$ cat src/rtl/fas_pkg.sv
`default_nettype none
package fas_pkg;
	localparam int MANT_WIDTH_DEF = 23;
	localparam int EXP_WIDTH_DEF  = 8;
	// alignment shifts of this many places or more leave only the larger operand
	localparam int GAP_LIMIT      = 32;
	localparam int SHIFT_BITS     = 5;
endpackage
`default_nettype wire

$ cat src/rtl/fas_core.sv
`default_nettype none
module fas_core #(
	parameter int MANTISSA_WIDTH = 23,
	parameter int EXPONENT_WIDTH = 8
) (
	input  wire logic                                   mode,
	input  wire logic [MANTISSA_WIDTH+EXPONENT_WIDTH:0] operand_a,
	input  wire logic [MANTISSA_WIDTH+EXPONENT_WIDTH:0] operand_b,
	output logic      [MANTISSA_WIDTH+EXPONENT_WIDTH:0] result_word,
	output logic                                        exponent_range_flag
);
	import fas_pkg::*;

	localparam int M  = MANTISSA_WIDTH;
	localparam int E  = EXPONENT_WIDTH;
	localparam int W  = M + E + 1;
	localparam int XW = E + 8;
	localparam int LZW = $clog2(M);

	logic          sa, sb, za, zb, a_big, far, eq, s_big;
	logic [E-1:0]  ea, eb, gap, e_big;
	logic [M-1:0]  ma, mb, m_big, m_sml, aligned;
	logic [SHIFT_BITS-1:0] sh;
	logic [M:0]    sum, diff;
	logic [M-1:0]  p, q, r, add_m, sub_m;
	logic [LZW-1:0] lz;
	logic signed [XW-1:0] add_e, sub_e, e_out;
	logic          sub_s, out_s, is_sub;
	logic [M-1:0]  m_out;

	always_comb begin
		sa = operand_a[W-1];
		sb = operand_b[W-1] ^ mode;
		ea = operand_a[W-2:M];
		eb = operand_b[W-2:M];
		ma = operand_a[M-1:0];
		mb = operand_b[M-1:0];
		za = (ea == '0) && (ma == '0);
		zb = (eb == '0) && (mb == '0);
		a_big = ea >= eb;
		eq = ea == eb;
		gap = a_big ? (ea - eb) : (eb - ea);
		far = 32'(gap) >= 32'(GAP_LIMIT);
		sh = SHIFT_BITS'(gap);
		e_big = a_big ? ea : eb;
		m_big = a_big ? ma : mb;
		m_sml = a_big ? mb : ma;
		s_big = a_big ? sa : sb;
		aligned = m_sml >> sh;
		is_sub = sa != sb;

		// same signs: add and renormalise right
		sum = {1'b0, m_big} + {1'b0, aligned};
		if (eq || sum[M]) begin
			add_m = sum[M:1];
			add_e = XW'(e_big) + XW'(1);
		end else begin
			add_m = sum[M-1:0];
			add_e = XW'(e_big);
		end

		// opposite signs: positive operand is the minuend
		if (!s_big) begin
			p = m_big;
			q = aligned;
		end else begin
			p = aligned;
			q = m_big;
		end
		diff = {1'b0, p} - {1'b0, q};
		sub_s = diff[M];
		r = sub_s ? (q - p) : diff[M-1:0];
		lz = '0;
		for (int i = 0; i < M; i++) begin
			if (r[i]) lz = LZW'(M - 1 - i);
		end
		sub_m = r << lz;
		sub_e = XW'(e_big) - XW'(lz);

		out_s = is_sub ? sub_s : sa;
		m_out = is_sub ? sub_m : add_m;
		e_out = is_sub ? sub_e : add_e;

		result_word = {out_s, e_out[E-1:0], m_out};
		exponent_range_flag = (e_out < 0) || (e_out > XW'((1 << E) - 1));

		if (za && zb) begin
			result_word = '0;
			exponent_range_flag = 1'b0;
		end else if (zb) begin
			result_word = {sa, ea, ma};
			exponent_range_flag = 1'b0;
		end else if (za) begin
			result_word = {sb, eb, mb};
			exponent_range_flag = 1'b0;
		end else if (far) begin
			result_word = {s_big, e_big, m_big};
			exponent_range_flag = 1'b0;
		end else if (is_sub && r == '0) begin
			result_word = '0;
			exponent_range_flag = 1'b0;
		end
	end
endmodule
`default_nettype wire

$ cat src/rtl/float_add_sub.sv
// From start to done a transaction passes the input register, then the result register.
// Throughput: one transaction per cycle; busy is never raised.
// The receiver cannot stall: each result is shown on done for one cycle.
// Reset (arst_n low, asynchronous) clears the valid flags; no result follows.
`default_nettype none
module float_add_sub #(
	parameter int MANTISSA_WIDTH = fas_pkg::MANT_WIDTH_DEF,
	parameter int EXPONENT_WIDTH = fas_pkg::EXP_WIDTH_DEF
) (
	input  wire logic                                   clk,
	input  wire logic                                   arst_n,
	input  wire logic                                   start,
	output logic                                        busy,
	input  wire logic                                   mode,
	input  wire logic [MANTISSA_WIDTH+EXPONENT_WIDTH:0] operand_a,
	input  wire logic [MANTISSA_WIDTH+EXPONENT_WIDTH:0] operand_b,
	output logic                                        done,
	output logic      [MANTISSA_WIDTH+EXPONENT_WIDTH:0] result_word,
	output logic                                        exponent_range_flag
);
	import fas_pkg::*;

	localparam int W = MANTISSA_WIDTH + EXPONENT_WIDTH + 1;

	logic         valid_s1, valid_s2;
	logic         mode_s1;
	logic [W-1:0] a_s1, b_s1, res_s2, res_c;
	logic         flag_s2, flag_c;

	assign busy = 1'b0;

	always_ff @(posedge clk or negedge arst_n) begin
		if (!arst_n) begin
			valid_s1 <= 1'b0;
			valid_s2 <= 1'b0;
		end else begin
			valid_s1 <= start && !busy;
			valid_s2 <= valid_s1;
		end
	end

	always_ff @(posedge clk) begin
		if (start && !busy) begin
			mode_s1 <= mode;
			a_s1    <= operand_a;
			b_s1    <= operand_b;
		end
		if (valid_s1) begin
			res_s2  <= res_c;
			flag_s2 <= flag_c;
		end
	end

	fas_core #(
		.MANTISSA_WIDTH(MANTISSA_WIDTH),
		.EXPONENT_WIDTH(EXPONENT_WIDTH)
	) u_core (
		.mode(mode_s1),
		.operand_a(a_s1),
		.operand_b(b_s1),
		.result_word(res_c),
		.exponent_range_flag(flag_c)
	);

	assign done = valid_s2;
	assign result_word = res_s2;
	assign exponent_range_flag = flag_s2;

	a_start_done: assert property (@(posedge clk) disable iff (!arst_n)
		start |=> ##1 done) else $error("accepted transaction produced no result");
	a_no_spurious: assert property (@(posedge clk) disable iff (!arst_n)
		!start |=> ##1 !done) else $error("result without a transaction");
endmodule
`default_nettype wire

$ cat config.mk
export PLATFORM = sky130hd
export DESIGN_NAME = float_add_sub
export DESIGN_NICKNAME = d
export VERILOG_FILES = /design/src/rtl/fas_pkg.sv /design/src/rtl/fas_core.sv /design/src/rtl/float_add_sub.sv
export SDC_FILE = /design/constraint.sdc
export NUM_CORES = 1
export LEC_CHECK = 0
export ABC_AREA = 1
export BUFFER_PORTS_ARGS = -buffer_cell sky130_fd_sc_hd__buf_2
export CAP_MARGIN = 0
export CORE_AREA = 3 3 173 175
export CTS_BUF_LIST = sky130_fd_sc_hd__clkbuf_4
export DETAILED_ROUTE_END_ITERATION = 16
export DIE_AREA = 0 0 176 178
export PLACE_DENSITY = 0.61
export RECOVER_POWER = 100
export SYNTH_ARGS = -nofsm -noshare
export SYNTH_HDL_FRONTEND = slang
export SYNTH_SLANG_ARGS = --single-unit
$ cat constraint.sdc
create_clock -name clk -period 8.8 [get_ports clk]
set_clock_uncertainty 0.15 [all_clocks]
set_input_delay 0.88 -clock clk [delete_from_list [all_inputs] [get_ports clk]]
set_output_delay 0.88 -clock clk [all_outputs]
set_load 0.03 [all_outputs]
==> results by group, run 1 <==
Layout
  – Share of layout cells above drive strength 1: roughly an eighth
  – Net count reported at finish: roughly 2200
  – Multi-input logic area: between 8000 and 9000 um2
  – Register area: approximately 3000 um2
  – Layout area overhead: 9.04%
  – Util after Layout: between 40 and 50%
  – Post-route cell area: around 14000 um2
  – Filler Cell Count: a little over 3000

Hold path
  – WHS Path Cells: 1
  – Hold Path Class: primary input to register
  – Worst Hold Path EP: a_s1[8]
  – Hold_sp: operand_a[8]

Synth
  – Syn. warnings: 0
  – Area leader, netlist: edfxtp_1
  – Post-synth top flop: edfxtp_1
  – Seq/Total Area, Yosys: 23.5%
  – Mapped cell area: approximately 13000 um2
  – Yosys top cell area share: between 20% and 30%
  – EDFF count, synth: between 90 and 100
  – Number of synthesized register bits: 100
  – Distinct cell type count after synthesis: 65
  – Top cells by area in the synthesized netlist: edfxtp_1 23%, nand2_1 18%, nand3_1 13%
  – Avg Synthesized Cell Area: roughly 6.2 um2
  – Fraction of registers with async set or reset after synthesis: 2.00%
  – Top-count cell post-synth: nand2_1
  – Post-synth top cells: 600 x nand2_1, 335 x nand3_1, 198 x inv_1
  – Syn nets: 2167
  – Syn Inst Count: 2049

Routing
  – Initial DRT Pass Iterations: 5
  – DRT iter0 DRCs: roughly 1400
  – DRT antenna net count: 0
  – Wirelength per Cell: between 20 and 25 um
  – Final wirelength: between 50000 and 60000 um
  – Total number of vias: 14400
  – Post-route DRC: 0
  – Avg Vias per Cell: between 5 and 6

Clock network
  – Clock Path Buffers: 2
  – H-tree Lvls: 3
  – Total CTS buffers: 9
  – Clock slew at reported path FFs: roughly 0.2 ns
  – Clk sink count: 100
  – CTS tree: built
  – CTS root buffer: clkbuf_4
  – Clk_lat worst skew: roughly 0.48 ns

Die
  – Total Die Area: between 30000 and 40000 um2
  – Number of core rows: just over 60
  – Core ar.: around 29000 um2
  – Die Ht: ~180 um
  – Die X: between 150 and 200 um
  – Boundary Pins: about 100
  – Starting density of the core: 44.4%

Setup path
  – CP max stage delay: 0.50 ns
  – Reg2reg setup slack: 0.60 ns
  – Critical path fanouts, max: 24
  – Most used cell, CP: nand2_1
  – Setup crit end kind: register
  – Critical-path top delay cell: edfxtp_1
  – Depth of the most critical reg-to-reg path: 42
  – Worst R2R End: result_word[29]
  – CP Buf/Inv Count: 8
  – WP data required: 8.88 ns
  – RR Startpoint: b_s1[27]
  – Crit-path leading delay family: simple AND/OR/NAND/NOR gates
  – WS Path Type: register to register
  – Critical Path AT: slightly above 8 ns
  – Critical Path Source Type: register

Flow run
  – Max Cap Violations: 1

Placement
  – I/O Buffers: roughly 100
  – Placed instance area: about 14000 um2
  – Detail Placement HPWL: slightly above 40000 um
  – GPL Wtd Cong: between 1 and 1.5

Timing
  – Pins Over Slew Limit: 67
  – TNS Setup: 0 ns
  – Unrepaired setup endpoints after global routing: false
  – Final hold vios: 0
  – Actual slew at the worst max-slew pin: ~3.4 ns
  – Fmax: approximately 120 MHz
  – # setup viols final: 0
  – Worst hold slack: 0.408 ns
  – Final period util: ~93%
  – Relative slew slack: -129%
  – Final Critical Period: 8.20 ns

Global route
  – Global route overflow: 0
  – Antenna violations before repair: 1
  – Global-route wire length before repair: about 77000 um
  – Vias in the first global route: approximately 13000
  – All-layer global routing usage: between 30% and 40%
  – Largest net degree at the start of global routing: 67

Status
  – Failing checks: max-capacitance violations, max-slew violations
  – Status: finished with violations
[cell families (layout without fill, tap and decap cells)]
| logic type | Yosys count | in the layout | share of synthesized area, % |
|---|---|---|---|
| and+or+nand+nor | 1154 | 1155 | 40.3 |
| AOI/OAI and AO/OA | 367 | 367 | 16.2 |
| buffers and inverters | 321 | 404 | 10.8 |
| DFF | 100 | 100 | 23.5 |
| xor gates and xnor gates | 55 | 55 | 3.90 |
| adders and majority gates | 50 | 50 | 5.15 |
| other | 1 | 2 | 0.0295 |
| muxes | 1 | 1 | 0.0787 |
[metal layers]
metal	up-vias	GRT usage, %	share of wire [%]
met5	-	0	0
met4	0	12.1	4.0
met3	76	3.90	6.7
met2	613	49.7	44
met1	6632	44.5	45
li1	7048	-	-
[registers in the layout (all words and copies together), names as in the netlist]
register             cells
b_s1                    32
valid_s1                 1
done                     1
exponent_range_flag      1
result_word             32
a_s1                    32
mode_s1                  1
[worst max-delay path by stage]
stage / slack [ns] / endpoint / from / cells past startpoint
global placement: 0.29 / result_word[29] / a_s1[23] / 56
global route: 0.003 / result_word[29] / a_s1[23] / 58
floorplan: 1.38 / result_word[28] / a_s1[23] / 51
detailed placement: 0.19 / result_word[28] / a_s1[23] / 48
CTS: 0.17 / result_word[28] / a_s1[23] / 48
finish: 0.60 / result_word[29] / b_s1[27] / 42
[timing repair]
| action | in CTS | in global routing |
|---|---|---|
| hold endpoints to repair | 2 | 0 |
| resized for setup | 0 | 24 |
| hold buffers | 1 | 0 |
| endpoints found under the setup margin | 0 | 30 |
| buffers inserted | 0 | 15 |
[stage by stage]
step	worst slack, ns	std cells
final	0.595	2518
after global routing	0.00317	2518
after CTS	0.166	2501
after detailed placement	0.188	2484
after global placement	0.292	2484
after floorplan	1.38	2049
[cell type report]
type | instances | share of cell area [%]
diodes | 1 | 0.0180
clock buffers | 9 | 0.487
clock inverters | 7 | 0.505
inverters | 215 | 5.84
multi-input cells | 1629 | 60.8
flip-flops and latches | 100 | 21.6
well taps | 384 | 3.46
repair buffers | 173 | 7.31
[cells in the final DEF, fill, tap and decap left out, types with 4 or more instances in the layout]
cell       netlist  routed
o221ai_1         4       4
nand2_4          5       4
ha_1            46      44
xnor2_1          5       5
a31oi_1          5       5
nor2_1          98      89
o211ai_1         9       9
o22ai_1         11      11
buf_4            9      67
o2111ai_1        5       5
a21oi_1        134     132
fa_1             4       4
edfxtp_1        98      98
nand4_1         23      23
nand2_1        600     600
nor4_1          18      17
buf_2           26      66
clkbuf_4         0       9
o21ai_0        115     114
inv_2           14      12
nand2_2         12      12
nor3_1          13      12
nand3_2          7       7
inv_1          198     199
a211oi_1         4       4
and2_1           4       4
nand3_1        335     335
xor2_1          48      48
or2_2           22      22
o21ai_1         50      50
clkbuf_1        54      37
nor2_2           6      15
o31ai_1          5       5
Power of run 1 is left out: the tool's default activity adds up to more than one toggle a clock period on the data nets, which glitch-free logic cannot reach.
==> inputs of run 2 (changes only) <==
--- a/config.mk
+++ b/config.mk
@@ -12,7 +12,7 @@
 export CTS_BUF_LIST = sky130_fd_sc_hd__clkbuf_4
 export DETAILED_ROUTE_END_ITERATION = 16
 export DIE_AREA = 0 0 176 178
-export PLACE_DENSITY = 0.61
+export PLACE_DENSITY_LB_ADDON = 0.08
 export RECOVER_POWER = 100
 export SYNTH_ARGS = -nofsm -noshare
 export SYNTH_HDL_FRONTEND = slang
==> run 2 against run 1 <==
Compared with the run above: the flow still finishes with violations (max-capacitance violations, max-slew violations); global-route usage shrank 1.1 points; count of clock-buffer cells in the layout grew 2; utilization grew 0.18 points; largest cell class unchanged; first-iteration DRC count grew 5.3%; wire length shrank 2.9%.
==> results by group, run 2 (same netlist as run 1, synthesis figures left out) <==
Global route
  – Antenna violations before repair: 1 (unchanged)
  – Vias in the first global route: 13300 (was 13200)
  – Largest net degree at the start of global routing: 67 (unchanged)
  – Global route overflow: 0 (unchanged)
  – Global-route wire length before repair: 74800 um (was 77100 um)
  – All-layer global routing usage: 30.5% (was 31.6%)

Timing
  – TNS Setup: 0 ns (unchanged)
  – Final Critical Period: 8.29 ns (was 8.20 ns)
  – Relative slew slack: -119% (was -129%)
  – Unrepaired setup endpoints after global routing: false (unchanged)
  – Pins Over Slew Limit: 67 (unchanged)
  – # setup viols final: 0 (unchanged)
  – Final period util: 94.2% (was 93.2%)
  – Final hold vios: 0 (unchanged)
  – Fmax: 121 MHz (was 122 MHz)
  – Actual slew at the worst max-slew pin: 3.29 ns (was 3.44 ns)
  – Final WS setup: 0.507 ns (was 0.595 ns)

Flow run
  – Max Cap Violations: 2 (was 1)

Clock network
  – Clk_lat worst skew: 0.47 ns (was 0.48 ns)
  – Clk sink count: 100 (unchanged)
  – H-tree Lvls: 3 (unchanged)
  – CTS root buffer: clkbuf_4 (unchanged)
  – Clock Path Buffers: 2 (unchanged)
  – Total CTS buffers: 9 (unchanged)
  – CTS tree: built (unchanged)
  – Clock slew at reported path FFs: 0.16 ns (was 0.20 ns)

Placement
  – GPL Wtd Cong: 1.04 (was 1.02)
  – I/O Buffers: 101 (unchanged)
  – DP Worst Slack: -0.0491 ns (was 0.188 ns)
  – Detail Placement HPWL: 39600 um (was 41300 um)

Layout
  – Multi-input logic area: 8490 um2 (was 8430 um2)
  – Most common cell after layout, fill and taps aside: nand2_1 (unchanged)
  – Filler Cell Count: 3075 (was 3108)
  – Layout area overhead: 9.44% (was 9.04%)
  – Net count reported at finish: 2239 (was 2246)
  – Util after Layout: 48.6% (was 48.5%)
  – Share of layout cells above drive strength 1: 11.4% (was 11.6%)
  – Most frequent cells in the layout: 599 x nand2_1, 335 x nand3_1, 200 x inv_1 (was 600 x nand2_1, 335 x nand3_1, 199 x inv_1)
  – Register area: 2990 um2 (unchanged)

Setup path
  – WS Path Type: register to register (unchanged)
  – CP Buf/Inv Count: 10 (was 8)
  – Most used cell, CP: inv_1 (was nand2_1)
  – WP data required: 8.88 ns (about the same)
  – Setup crit end kind: register (unchanged)
  – CP max stage delay: 0.65 ns (was 0.50 ns)
  – Critical Path AT: 8.37 ns (was 8.29 ns)
  – Critical Path Source Type: register (unchanged)
  – Crit-path leading delay family: simple AND/OR/NAND/NOR gates (unchanged)
  – RR Startpoint: a_s1[29] (was b_s1[27])
  – Critical-path top delay cell: o21ai_0 (was edfxtp_1)
  – Crit. Startpoint: a_s1[29] (was b_s1[27])
  – Reg2reg setup slack: 0.51 ns (was 0.60 ns)
  – Critical path fanouts, max: 30 (was 24)

Status
  – Status: finished with violations (unchanged)
  – Failing checks: max-capacitance violations, max-slew violations (unchanged)

Routing
  – Post-route DRC: 0 (unchanged)
  – DRT iter0 DRCs: 1503 (was 1428)
  – Total number of vias: 14400 (about the same)
  – DRT antenna net count: 0 (unchanged)
  – Initial DRT Pass Iterations: 6 (was 5)
  – Avg Vias per Cell: 5.74 (was 5.71)
  – Final wirelength: 49500 um (was 51000 um)
  – Wirelength per Cell: 19.7 um (was 20.2 um)

Die
  – Core ar.: 28600 um2 (unchanged)
  – Number of core rows: 62 (unchanged)
  – Boundary Pins: 103 (unchanged)
  – Total Die Area: 31300 um2 (unchanged)
  – Die Ht: 178 um (unchanged)
  – Starting density of the core: 44.4% (unchanged)
  – Die X: 176 um (unchanged)

Hold path
  – Hold Path Class: primary input to register (unchanged)
  – Hold_sp: operand_a[7] (was operand_a[8])
-- run 2: cell types whose count changed in the layout (fill, tap and decap cells not counted), moves of 3 or more --
cell and delta:
buf_4 -13, clkinv_4 -3, o21ai_0 +9, o21ai_1 -10
-- run 2: what timing repair did --
item / CTS / global route
gates cloned: 0 / 5
pin swaps: 1 / 5
resized for setup: 1 / 33
hold buffers: 1 / 0
setup endpoints to repair: 2 / 30
hold endpoints to repair: 2 / 0
buffers inserted: 1 / 10
-- run 2: layout make-up --
cell class	count	area share [%]
Inverter	215	5.85
Antenna cell	1	0.0180
Tap cell	384	3.45
Timing Repair Buffer	163	6.98
Clock inverter	5	0.593
Clock buffer	11	0.593
Sequential cell	100	21.5
Multi-Input combinational cell	1632	61.0
-- run 2: worst reg2reg max path, delay by kind of cell (launching register included) --
| kind | cells | cell delay, ns |
|---|---|---|
| DFF | 1 | 0.50 |
| xor gates and xnor gates | 1 | 0.32 |
| adders and majority gates | 3 | 1.05 |
| AOI/OAI and AO/OA | 9 | 2.31 |
| buffers and inverters | 10 | 1.25 |
| and+or+nand+nor | 17 | 2.49 |
-- run 2: final timing paths --
| kind | end | depth (start not counted) |
|---|---|---|
| hold reg to reg | result_word[12] | 2 |
| min in group asynchronous | done | 2 |
| setup reg to reg | result_word[28] | 40 |
| hold / removal | a_s1[7] | 1 |
| setup / recovery | result_word[28] | 40 |
| max in group asynchronous | valid_s1 | 2 |
-- run 2: per-layer routing --
layer,part of all wire [%],GRT usage (%),routed length (um),vias up
met5,0,0,0,-
met2,44,48.4,21700,662
li1,-,-,-,7049
met1,45,43.3,22200,6607
met4,4.3,11.9,2130,0
met3,6.9,2.41,3430,100
-- run 2: per-stage QoR --
step | std cells | hold slack [ns] | cell area (um2)
2_1_floorplan | 2049 | 0.395 | 12700
3_3_place_gp | 2477 | 0.472 | 13500
3_5_place_dp | 2477 | 0.457 | 13500
4_1_cts | 2495 | 0.391 | 13700
5_1_grt | 2511 | 0.393 | 13900
6_report | 2511 | 0.423 | 13900
Power of run 2 is left out for the same reason.
